### src/design/lgt_pkg.sv
package lgt_pkg;

  localparam int KIND_BITS  = 2;
  localparam int INDEX_BITS = 6;
  localparam int FIELD_BITS = 64;

  localparam logic [KIND_BITS-1:0] KIND_WRITE   = 2'd0;
  localparam logic [KIND_BITS-1:0] KIND_READ    = 2'd1;
  localparam logic [KIND_BITS-1:0] KIND_ADVANCE = 2'd2;

  typedef struct packed {
    logic [KIND_BITS-1:0]  kind;
    logic [INDEX_BITS-1:0] row_index;
    logic [FIELD_BITS-1:0] row_cells;
  } cmd_item_t;

  typedef struct packed {
    logic [FIELD_BITS-1:0] row_data;
    logic [KIND_BITS-1:0]  done_kind;
  } rsp_item_t;

endpackage

### src/design/lgt_ram.sv
module lgt_ram #(
  parameter int WIDTH = 64,
  parameter int DEPTH = 64
) (
  input  logic                     clk,
  input  logic                     we,
  input  logic [$clog2(DEPTH)-1:0] waddr,
  input  logic [WIDTH-1:0]         wdata,
  input  logic                     re,
  input  logic [$clog2(DEPTH)-1:0] raddr,
  output logic [WIDTH-1:0]         rdata
);

  logic [WIDTH-1:0] mem [DEPTH];

  always_ff @(posedge clk) begin
    if (we) begin
      mem[waddr] <= wdata;
    end
    if (re) begin
      rdata <= mem[raddr];
    end
  end

endmodule

### src/design/lgt_lane.sv
module lgt_lane (
  input  logic [7:0] nbrs,
  input  logic       alive,
  output logic       next_alive
);

  logic [3:0] count;

  always_comb begin
    count = '0;
    for (int i = 0; i < 8; i++) begin
      count = count + 4'(nbrs[i]);
    end
    // Birth on three neighbors, survival on two or three.
    next_alive = (count == 4'd3) || ((count == 4'd2) && alive);
  end

endmodule

### src/design/lgt_row_next.sv
module lgt_row_next #(
  parameter int GRID_WIDTH = 64
) (
  input  logic [GRID_WIDTH-1:0] above,
  input  logic [GRID_WIDTH-1:0] cur,
  input  logic [GRID_WIDTH-1:0] below,
  output logic [GRID_WIDTH-1:0] next_row
);

  logic [GRID_WIDTH-1:0] lane_out;

  for (genvar x = 0; x < GRID_WIDTH; x++) begin : g_lane
    localparam int L = (x == 0) ? GRID_WIDTH - 1 : x - 1;
    localparam int R = (x == GRID_WIDTH - 1) ? 0 : x + 1;

    lgt_lane u_lane (
      .nbrs       ({above[L], above[x], above[R], cur[L], cur[R],
                    below[L], below[x], below[R]}),
      .alive      (cur[x]),
      .next_alive (lane_out[x])
    );
  end

  // The lanes' single-cell results are gathered into one row word.
  always_comb begin
    for (int x = 0; x < GRID_WIDTH; x++) begin
      next_row[x] = lane_out[x];
    end
  end

endmodule

### src/design/life_generation_torus.sv
// Toroidal B3/S23 life grid of GRID_HEIGHT rows by GRID_WIDTH cells, held in
// a single-port-write, single-port-read RAM of one row per word. A command
// either writes a row, reads a row or advances the whole grid one generation;
// each command gives exactly one response, and a command of any other kind
// only gets a zero response. Only rows 0..GRID_HEIGHT-1 are addressable; a
// write to a missing row is dropped and a read of one returns zero. After
// reset a clearing pass zeroes the grid, during which cmd_ready stays low.
// An advance sweep fetches row y + 2 while it writes back row y, one row per
// cycle through the RAM ports, with GRID_WIDTH parallel cell lanes computing
// a whole row in each cycle. A command is taken while the previous response
// still waits in the output register.
module life_generation_torus #(
  parameter int GRID_WIDTH  = 64,
  parameter int GRID_HEIGHT = 64
) (
  input  logic               clk,
  input  logic               rst,
  input  logic               cmd_valid,
  output logic               cmd_ready,
  input  lgt_pkg::cmd_item_t cmd,
  output logic               rsp_valid,
  input  logic               rsp_ready,
  output lgt_pkg::rsp_item_t rsp
);

  import lgt_pkg::*;

  localparam int AW = $clog2(GRID_HEIGHT);
  localparam logic [AW-1:0] LAST_ROW = AW'(GRID_HEIGHT - 1);
  localparam logic [AW:0]   HEIGHT_W = (AW + 1)'(GRID_HEIGHT);

  typedef enum logic [7:0] {
    S_CLEAR  = 8'b0000_0001,
    S_IDLE   = 8'b0000_0010,
    S_READ   = 8'b0000_0100,
    S_ADV_A  = 8'b0000_1000,
    S_ADV_B  = 8'b0001_0000,
    S_SWEEP  = 8'b0010_0000,
    S_FINISH = 8'b0100_0000
  } state_t;

  state_t state, state_next;

  logic [AW-1:0]         row_ptr;
  logic [AW:0]           ahead;
  logic                  ahead_ok;
  logic                  cmd_hit;
  logic [AW-1:0]         cmd_addr;
  logic                  slot_free;

  logic                  ram_we;
  logic [AW-1:0]         ram_waddr;
  logic [GRID_WIDTH-1:0] ram_wdata;
  logic                  ram_re;
  logic [AW-1:0]         ram_raddr;
  logic [GRID_WIDTH-1:0] ram_rdata;

  logic [GRID_WIDTH-1:0] first_row;
  logic [GRID_WIDTH-1:0] prev_row;
  logic [GRID_WIDTH-1:0] cur_row;
  logic [GRID_WIDTH-1:0] below_row;
  logic [GRID_WIDTH-1:0] new_row;

  logic [FIELD_BITS-1:0] pend_data;
  logic [KIND_BITS-1:0]  pend_kind;
  logic                  read_hit;

  lgt_ram #(
    .WIDTH (GRID_WIDTH),
    .DEPTH (GRID_HEIGHT)
  ) u_ram (
    .clk   (clk),
    .we    (ram_we),
    .waddr (ram_waddr),
    .wdata (ram_wdata),
    .re    (ram_re),
    .raddr (ram_raddr),
    .rdata (ram_rdata)
  );

  lgt_row_next #(
    .GRID_WIDTH (GRID_WIDTH)
  ) u_row_next (
    .above    (prev_row),
    .cur      (cur_row),
    .below    (below_row),
    .next_row (new_row)
  );

  assign cmd_hit   = 32'(cmd.row_index) < 32'(GRID_HEIGHT);
  assign cmd_addr  = AW'(cmd.row_index);
  assign ahead     = {1'b0, row_ptr} + (AW + 1)'(2);
  assign ahead_ok  = ahead < HEIGHT_W;
  assign below_row = (row_ptr == LAST_ROW) ? first_row : ram_rdata;
  assign slot_free = !rsp_valid || rsp_ready;
  assign cmd_ready = (state == S_IDLE);

  always_comb begin
    state_next = state;
    ram_we     = 1'b0;
    ram_waddr  = row_ptr;
    ram_wdata  = '0;
    ram_re     = 1'b0;
    ram_raddr  = '0;
    unique case (state)
      S_CLEAR: begin
        ram_we = 1'b1;
        if (row_ptr == LAST_ROW) begin
          state_next = S_IDLE;
        end
      end
      S_IDLE: begin
        if (cmd_valid) begin
          unique case (cmd.kind)
            KIND_WRITE: begin
              ram_we     = cmd_hit;
              ram_waddr  = cmd_addr;
              ram_wdata  = cmd.row_cells[GRID_WIDTH-1:0];
              state_next = S_FINISH;
            end
            KIND_READ: begin
              ram_re     = cmd_hit;
              ram_raddr  = cmd_addr;
              state_next = S_READ;
            end
            KIND_ADVANCE: begin
              ram_re     = 1'b1;
              state_next = S_ADV_A;
            end
            default: begin
              state_next = S_FINISH;
            end
          endcase
        end
      end
      S_READ: begin
        state_next = S_FINISH;
      end
      S_ADV_A: begin
        ram_re     = 1'b1;
        ram_raddr  = LAST_ROW;
        state_next = S_ADV_B;
      end
      S_ADV_B: begin
        ram_re     = 1'b1;
        ram_raddr  = AW'(1);
        state_next = S_SWEEP;
      end
      S_SWEEP: begin
        // Row y is rewritten while row y + 2, if it exists, is fetched for the next cycle.
        ram_we    = 1'b1;
        ram_wdata = new_row;
        ram_re    = ahead_ok;
        ram_raddr = ahead[AW-1:0];
        if (row_ptr == LAST_ROW) begin
          state_next = S_FINISH;
        end
      end
      S_FINISH: begin
        if (slot_free) begin
          state_next = S_IDLE;
        end
      end
      default: begin
        state_next = S_CLEAR;
      end
    endcase
  end

  always_ff @(posedge clk) begin
    if (rst) begin
      state     <= S_CLEAR;
      row_ptr   <= '0;
      rsp_valid <= 1'b0;
    end else begin
      state <= state_next;
      if (state == S_FINISH && slot_free) begin
        rsp_valid <= 1'b1;
      end else if (rsp_ready) begin
        rsp_valid <= 1'b0;
      end
      if (state == S_CLEAR || state == S_SWEEP) begin
        row_ptr <= row_ptr + AW'(1);
      end else if (state == S_ADV_B) begin
        row_ptr <= '0;
      end
    end
  end

  always_ff @(posedge clk) begin
    unique case (state)
      S_IDLE: begin
        if (cmd_valid) begin
          pend_kind <= cmd.kind;
          pend_data <= '0;
          read_hit  <= cmd_hit;
        end
      end
      S_READ: begin
        pend_data <= read_hit ? FIELD_BITS'(ram_rdata) : '0;
      end
      S_ADV_A: begin
        first_row <= ram_rdata;
      end
      S_ADV_B: begin
        prev_row <= ram_rdata;
        cur_row  <= first_row;
      end
      S_SWEEP: begin
        prev_row <= cur_row;
        cur_row  <= ram_rdata;
      end
      S_FINISH: begin
        if (slot_free) begin
          rsp.row_data  <= pend_data;
          rsp.done_kind <= pend_kind;
        end
      end
      default: begin
      end
    endcase
  end

`ifndef SYNTHESIS
  a_write_finishes: assert property (@(posedge clk) disable iff (rst)
    (cmd_valid && cmd_ready && cmd.kind == KIND_WRITE) |=> state == S_FINISH)
    else $error("write command did not go straight to the response stage");

  a_sweep_covers_rows: assert property (@(posedge clk) disable iff (rst)
    (state == S_SWEEP && row_ptr != LAST_ROW) |=> state == S_SWEEP)
    else $error("generation sweep ended before the last row");

  a_ram_write_in_range: assert property (@(posedge clk) disable iff (rst)
    ram_we |-> ({1'b0, ram_waddr} < HEIGHT_W))
    else $error("grid write beyond the last row");

  a_rsp_from_finish: assert property (@(posedge clk) disable iff (rst)
    $rose(rsp_valid) |-> $past(state == S_FINISH))
    else $error("response raised outside the response stage");
`endif

endmodule

### config.mk
export PLATFORM = sky130hd
export DESIGN_NAME = life_generation_torus
export DESIGN_NICKNAME = d
export VERILOG_FILES = /design/src/design/lgt_pkg.sv /design/src/design/lgt_ram.sv /design/src/design/lgt_lane.sv /design/src/design/lgt_row_next.sv /design/src/design/life_generation_torus.sv
export SDC_FILE = /design/constraint.sdc
export NUM_CORES = 2
export LEC_CHECK = 0
export BUFFER_PORTS_ARGS = -buffer_cell sky130_fd_sc_hd__buf_4
export CAP_MARGIN = 15
export CELL_PAD_IN_SITES_DETAIL_PLACEMENT = 1
export CELL_PAD_IN_SITES_GLOBAL_PLACEMENT = 2
export CORE_ASPECT_RATIO = 1.2
export CORE_MARGIN = 1
export CORE_UTILIZATION = 45
export CTS_BUF_LIST = sky130_fd_sc_hd__clkbuf_4 sky130_fd_sc_hd__clkbuf_8
export CTS_CLUSTER_SIZE = 16
export DETAILED_ROUTE_END_ITERATION = 8
export GPL_ROUTABILITY_DRIVEN = 1
export PLACE_DENSITY_LB_ADDON = 0.08
export SYNTH_ARGS = -nofsm -noshare
export SYNTH_HDL_FRONTEND = slang
export SYNTH_SLANG_ARGS = --single-unit
### constraint.sdc
create_clock -name clk -period 18.8 [get_ports clk]
set_clock_uncertainty 0.05 [all_clocks]
set_input_delay 2.82 -clock clk [delete_from_list [all_inputs] [get_ports clk]]
set_output_delay 2.82 -clock clk [all_outputs]
set_load 0.01 [all_outputs]
Yosys cells after proc, flatten, opt, wreduce, memory -nomap -nowiden --
Memories as Yosys holds them, arrays and structs flattened. A register that Yosys moved wholly into a read port is not among the register bits. Index checks and enable logic that the tools add are counted.
Cells by class: add/subtract/negate cells 450, order comparisons 1, equality and inequality tests 142, muxes and demuxes 32, reductions and logical operators 144
Operators by type and width (number):
- $add A4 B1 Y4 | 256
- $eq A4 B2 Y1 const B | 128
- $pmux W64 S2 | 4
- $add A3 B1 Y4 | 64
- $mux W64 | 4
- $add A2 B1 Y3 | 64
- $add A1 B1 Y2 | 64
- $logic_or A1 B1 Y1 | 66
- $logic_and A1 B1 Y1 | 65
- $pmux W8 S7 | 1
- $mux W6 | 7
- $mux W8 | 4
- $pmux W6 S4 | 1
- $pmux W7 S2 | 1
- $eq A8 B1 Y1 const B | 1
- $eq A8 B2 Y1 const B | 1
- $eq A8 B3 Y1 const B | 1
- $eq A8 B4 Y1 const B | 1
- $eq A8 B5 Y1 const B | 1
- $eq A8 B6 Y1 const B | 1
- $eq A8 B7 Y1 const B | 1
- $mux W1 | 8
- $ne A2 B2 Y1 const B | 4
- $reduce_bool A2 Y1 | 4
- 13 further kinds | 17
Storage, ports and cells: flip-flop bits (word level) 339, memory bits (writable) 4096, input bits 76, word-level logic and storage cells 780, memories 1
Memory list:
- u_ram.mem | words 64, bits a word 64, rd ports 1, clocked after memory_dff 1, wr ports 1, line lgt_ram.sv:14 | logic [WIDTH-1:0] mem [DEPTH];

Depth between registers and ports, before layout --
word-level depth 13, gate-level depth with buffers 16, gate-level depth less buffers 15

Hierarchy --
A second synthesis with hierarchy kept.
Second synthesis, totals: cells, all modules 9165, area total of the unflattened synthesis 184096.6 µm²
By module, submodules not included:
- lgt_ram | instances 1, cells each 6598, area each 156989.3 µm²
- life_generation_torus | instances 1, cells each 1095, area each 14295.0 µm²
- lgt_lane | instances 64, cells each 23, area each 200.2 µm²

Worst setup path after synthesis --
No wires, ideal clock.
path kind flip-flop to flip-flop, start reg state[0], end reg u_ram.rdata[0], read port of u_ram.mem, enable pin, library setup time 0.706 ns, arrival 8.359 ns, data required time 18.044 ns, slack 9.685 ns, cell stages (with the launch flop) 3, path buffers 0, path through dfxtp_1 -> or4_4 -> o311ai_0
On the way: cells in the longest elaborated chain, start to end 3
Ends and longest elaborated chain:
- start, declared | line life_generation_torus.sv:42 | state_t state, state_next;
- start signal, assigned | line life_generation_torus.sv:176 | state <= state_next;
- $eq A8 B5 Y1 / $eq A8 B4 Y1 (equally long branches) | line life_generation_torus.sv:105 | unique case (state)
- $reduce_or A2 Y1 (no line)
- $pmux W1 S3 (*) | line life_generation_torus.sv:105
- named net ram_re | line life_generation_torus.sv:54 | logic ram_re;
- end, declared | line lgt_ram.sv:11 | output logic [WIDTH-1:0] rdata
The timed path passes the listed nets; every way through them passes the cells marked *. A chain may end at the register's enable or synchronous reset.

Final worst setup path --
start in cmd[71] in the netlist's numbering, end reg u_ram.rdata[45], read port of u_ram.mem (data pin)
On the way: cells in the longest elaborated chain, start to end 5
Ends and longest elaborated chain:
- start, declared | line life_generation_torus.sv:20 | input lgt_pkg::cmd_item_t cmd,
- $eq A2 B2 Y1 / $eq A2 B1 Y1 (equally long branches) | line life_generation_torus.sv:114 | unique case (cmd.kind)
- $reduce_or A2 Y1 (no line)
- $mux W1 | line life_generation_torus.sv:114
- $mux W1 | line life_generation_torus.sv:113 | if (cmd_valid) begin
- $pmux W1 S3 | line life_generation_torus.sv:105
Parallel ways exist; a longest one is shown, timed or not.

==> impl_metrics.json <==
{
  "status": "finished with violations",
  "violations": "DRC",
  "track_usage": 0.3211,
  "cts_resized": 0,
  "grt_start_max_net_pins": 158,
  "synth.cell_area_um2": 184600,
  "drtPass1Iterations": 8,
  "path_cells": "buf_4 > inv_1 > ha_1 > and2_1 > nand4_1 > nand2_4 > buf_4 > buf_12 > buf_4 > mux2i_1 > a221oi_1 > a2111oi_0 > nand4_1",
  "finalHoldViolCount": 0,
  "ioPinCount": 144,
  "syn-num-nets": 13010,
  "met1_length_um": 269500,
  "netlist_instances": 12490,
  "cp_max_fo": 151,
  "drc": 52,
  "cpPeakStageDelay_ns": 0.82,
  "crit_buf_inv": 5,
  "hp-class": "flop to flop",
  "cts.sinks": 4498,
  "path_clk_slew_ns": 0.06,
  "cp_data_arrival_time_ns": 8.66,
  "cts_buffers": 720,
  "grt_pass1_wl_um": 930900,
  "wl_met3_um": 52080,
  "synth_ff_type": "edfxtp_1",
  "maxSlewHeadroom": 0.09536,
  "top_layer_used": "met5",
  "synth_top_cell_area_share": 0.7296,
  "grt_antenna_before_repair": 34,
  "power.leakage_nw": 70.07,
  "synth_edf_count": 4484,
  "crit_family": "buffers and inverters",
  "async_flop_share": 0,
  "drt-total-wl_um": 675800,
  "die-area_um2": 412700,
  "clkLatencyLatePin_ns": 1.34,
  "rows": 257,
  "fmax_mhz": 129.1,
  "final_cells": 18920,
  "startpoint_type": "input port",
  "initial_core_util": 0.4519,
  "antenna_left": 0,
  "num_vias": 119200,
  "ir_worst_vdd_mv": 0.1081,
  "setup_tns_ns": 0,
  "worst_pin_slew_ns": 1.323,
  "timing_max_transition_violations_final": 0,
  "nFillCells": 39420,
  "synth_sequential_area_ratio": 0.7311,
  "routedWlPerCell_um": 35.73,
  "cts_root_buf": "clkbuf_8",
  "rsz0062_at_grt": "no",
  "avgSynthCellArea_um2": 14.78,
  "cts_tree": "built",
  "gp_congestion": 0.7986,
  "max_cap_violations": 0,
  "dp_cells": 17610,
  "io_buffers": 143,
  "drive_gt1_frac": 0.1370,
  "yosysWarnings": 0,
  "cts_setup_buffers": 0,
  "netlist_top_cells_area": "edfxtp_1 73%, nand2_1 5.5%, a21oi_1 2.8%",
  "final_nets": 13430,
  "cpMaxStageDelayCell": "nand2_4",
  "synth-seq-cells": 4498,
  "utilization": 0.5058,
  "timing.final.crit_share": 0.4119,
  "worst_setup_path_end_kind": "flop",
  "hpwl_um": 358800,
  "yosysTopAreaCell": "edfxtp_1",
  "core_um2": 408400,
  "cts_hold_buf": 0,
  "overflow": 0,
  "crit_required_ns": 19.71,
  "powerDensity_nw_per_um2": 98.93,
  "setup_violations": 0,
  "die_h_um": 703.6,
  "critPathMostFrequentCell": "buf_4",
  "vias_per_cell": 6.300,
  "drt-initial-drc-count": 13580,
  "die_w_um": 586.6,
  "areaGrowthSynthToFinish_pct": 11.91,
  "finalCriticalPeriod_ns": 7.744,
  "clk_path_buf_depth": 4,
  "critPathKind": "input port to flop",
  "dr_wl_met2_um": 327500,
  "synth.distinct_cells": 76,
  "cts_max_level": 6,
  "grt_pass1_vias": 121200
}
-- cells in the final DEF (no fill, tap or decap), drive strengths merged, types with 7 or more instances in the layout --
master | Yosys | routed
edfxtp | 4484 | 4484
nand2 | 2688 | 2688
a21oi | 1043 | 1043
clkbuf | 241 | 999
buf | 566 | 500
a221oi | 489 | 489
mux2i | 480 | 480
inv | 269 | 295
fa | 255 | 255
clkinv | 0 | 232
and3 | 224 | 224
a32oi | 224 | 224
nand3 | 199 | 199
ha | 198 | 198
a2111oi | 143 | 143
a311oi | 125 | 125
a22oi | 104 | 104
nor2 | 90 | 90
a31oi | 84 | 84
o21ai | 78 | 78
a211oi | 72 | 72
and2 | 68 | 68
o2111ai | 64 | 64
mux2 | 62 | 62
nand4 | 61 | 61
clkinvlp | 0 | 20
nor4 | 19 | 19
a21o | 18 | 18
diode | 0 | 17
o2bb2ai | 15 | 15
dfxtp | 14 | 14
nor3 | 12 | 12
a22o | 11 | 11
a32o | 10 | 10
a31o | 8 | 8
nand2b | 7 | 7
nor2b | 7 | 7
-- area by class of cell --
type,count,area (um^2),share of cell area
Sequential cell,4498,134900,0.6533
Multi-Input combinational cell,6911,45560,0.2206
Timing Repair Buffer,502,4584,0.02220
Clock buffer,998,12030,0.05827
Inverter,269,1010,0.004889
Tap cell,5439,6805,0.03295
Antenna cell,17,42.54,0.0002060
Clock inverter,283,1569,0.007597
-- cell usage after synthesis, types with 60 or more instances --
cell          n
a2111oi_0   142
a211oi_1     72
a21oi_1    1043
a221oi_1    477
a22oi_1     104
a311oi_1    125
a31oi_1      84
a32oi_1     223
and2_1       68
and3_1      224
buf_2       447
clkbuf_1    241
edfxtp_1   4484
fa_1        255
ha_1        198
inv_1       269
mux2_2       62
mux2i_1     480
nand2_1    2688
nand3_1     197
nand4_1      60
nor2_1       88
o2111ai_1    64
o21ai_0      77
-- sequential cells by signal (all words and copies together) (netlist names), 2 cells and up --
register and count:
u_ram.mem 4096, rsp 66, cur_row 64, first_row 64, pend_data 64, prev_row 64, u_ram.rdata 64, state 7
row_ptr 6, pend_kind 2
-- power breakdown --
group          internal (mW)  total, mW  leakage [nW]  switching (mW)
clock                   4.20       8.22          7.20            4.01
sequential              11.2       11.2          35.0          0.0679
combinational          0.262      0.980          27.9           0.718
-- kinds of logic after synthesis --
group                      count (synthesis)  share of synthesized area
AOI/OAI and AO/OA                       2506                    0.09420
xor gates and xnor gates                   6                  0.0002848
adders and majority gates                453                    0.04108
buffers and inverters                   1076                    0.02662
DFF                                     4498                     0.7311
muxes                                    542                    0.02981
and+or+nand+nor                         3404                    0.07693
-- through the flow --
step / instance area (um^2) / worst slack (ns) / hold WS [ns] / total power [mW]
global route: 206500 / 10.83 / 0.3441 / 20.96
floorplan: 184600 / 9.685 / 0.3503 / 11.89
CTS: 206300 / 11.22 / 0.3481 / 20.54
global placement: 192600 / 9.760 / 0.3522 / 12.37
finish: 206500 / 11.06 / 0.3507 / 20.43
detailed placement: 192700 / 9.881 / 0.3561 / 12.41
-- routing by layer --
layer,up-vias,track usage
li1,48790,-
met1,63780,0.4218
met2,5328,0.5409
met3,1269,0.04911
met4,8,0.1210
met5,-,0
-- final timing paths --
kind	start	to	slack (ns)	cells past startpoint
max	cmd[71]	u_ram.rdata[45]	11.06	13
min	pend_data[37]	rsp[39]	0.35	0
max reg2reg	row_ptr[0]	u_ram.mem[11][31]	12.15	16
min reg2reg	pend_data[37]	rsp[39]	0.35	0
Power figures use the tool's default switching activity.
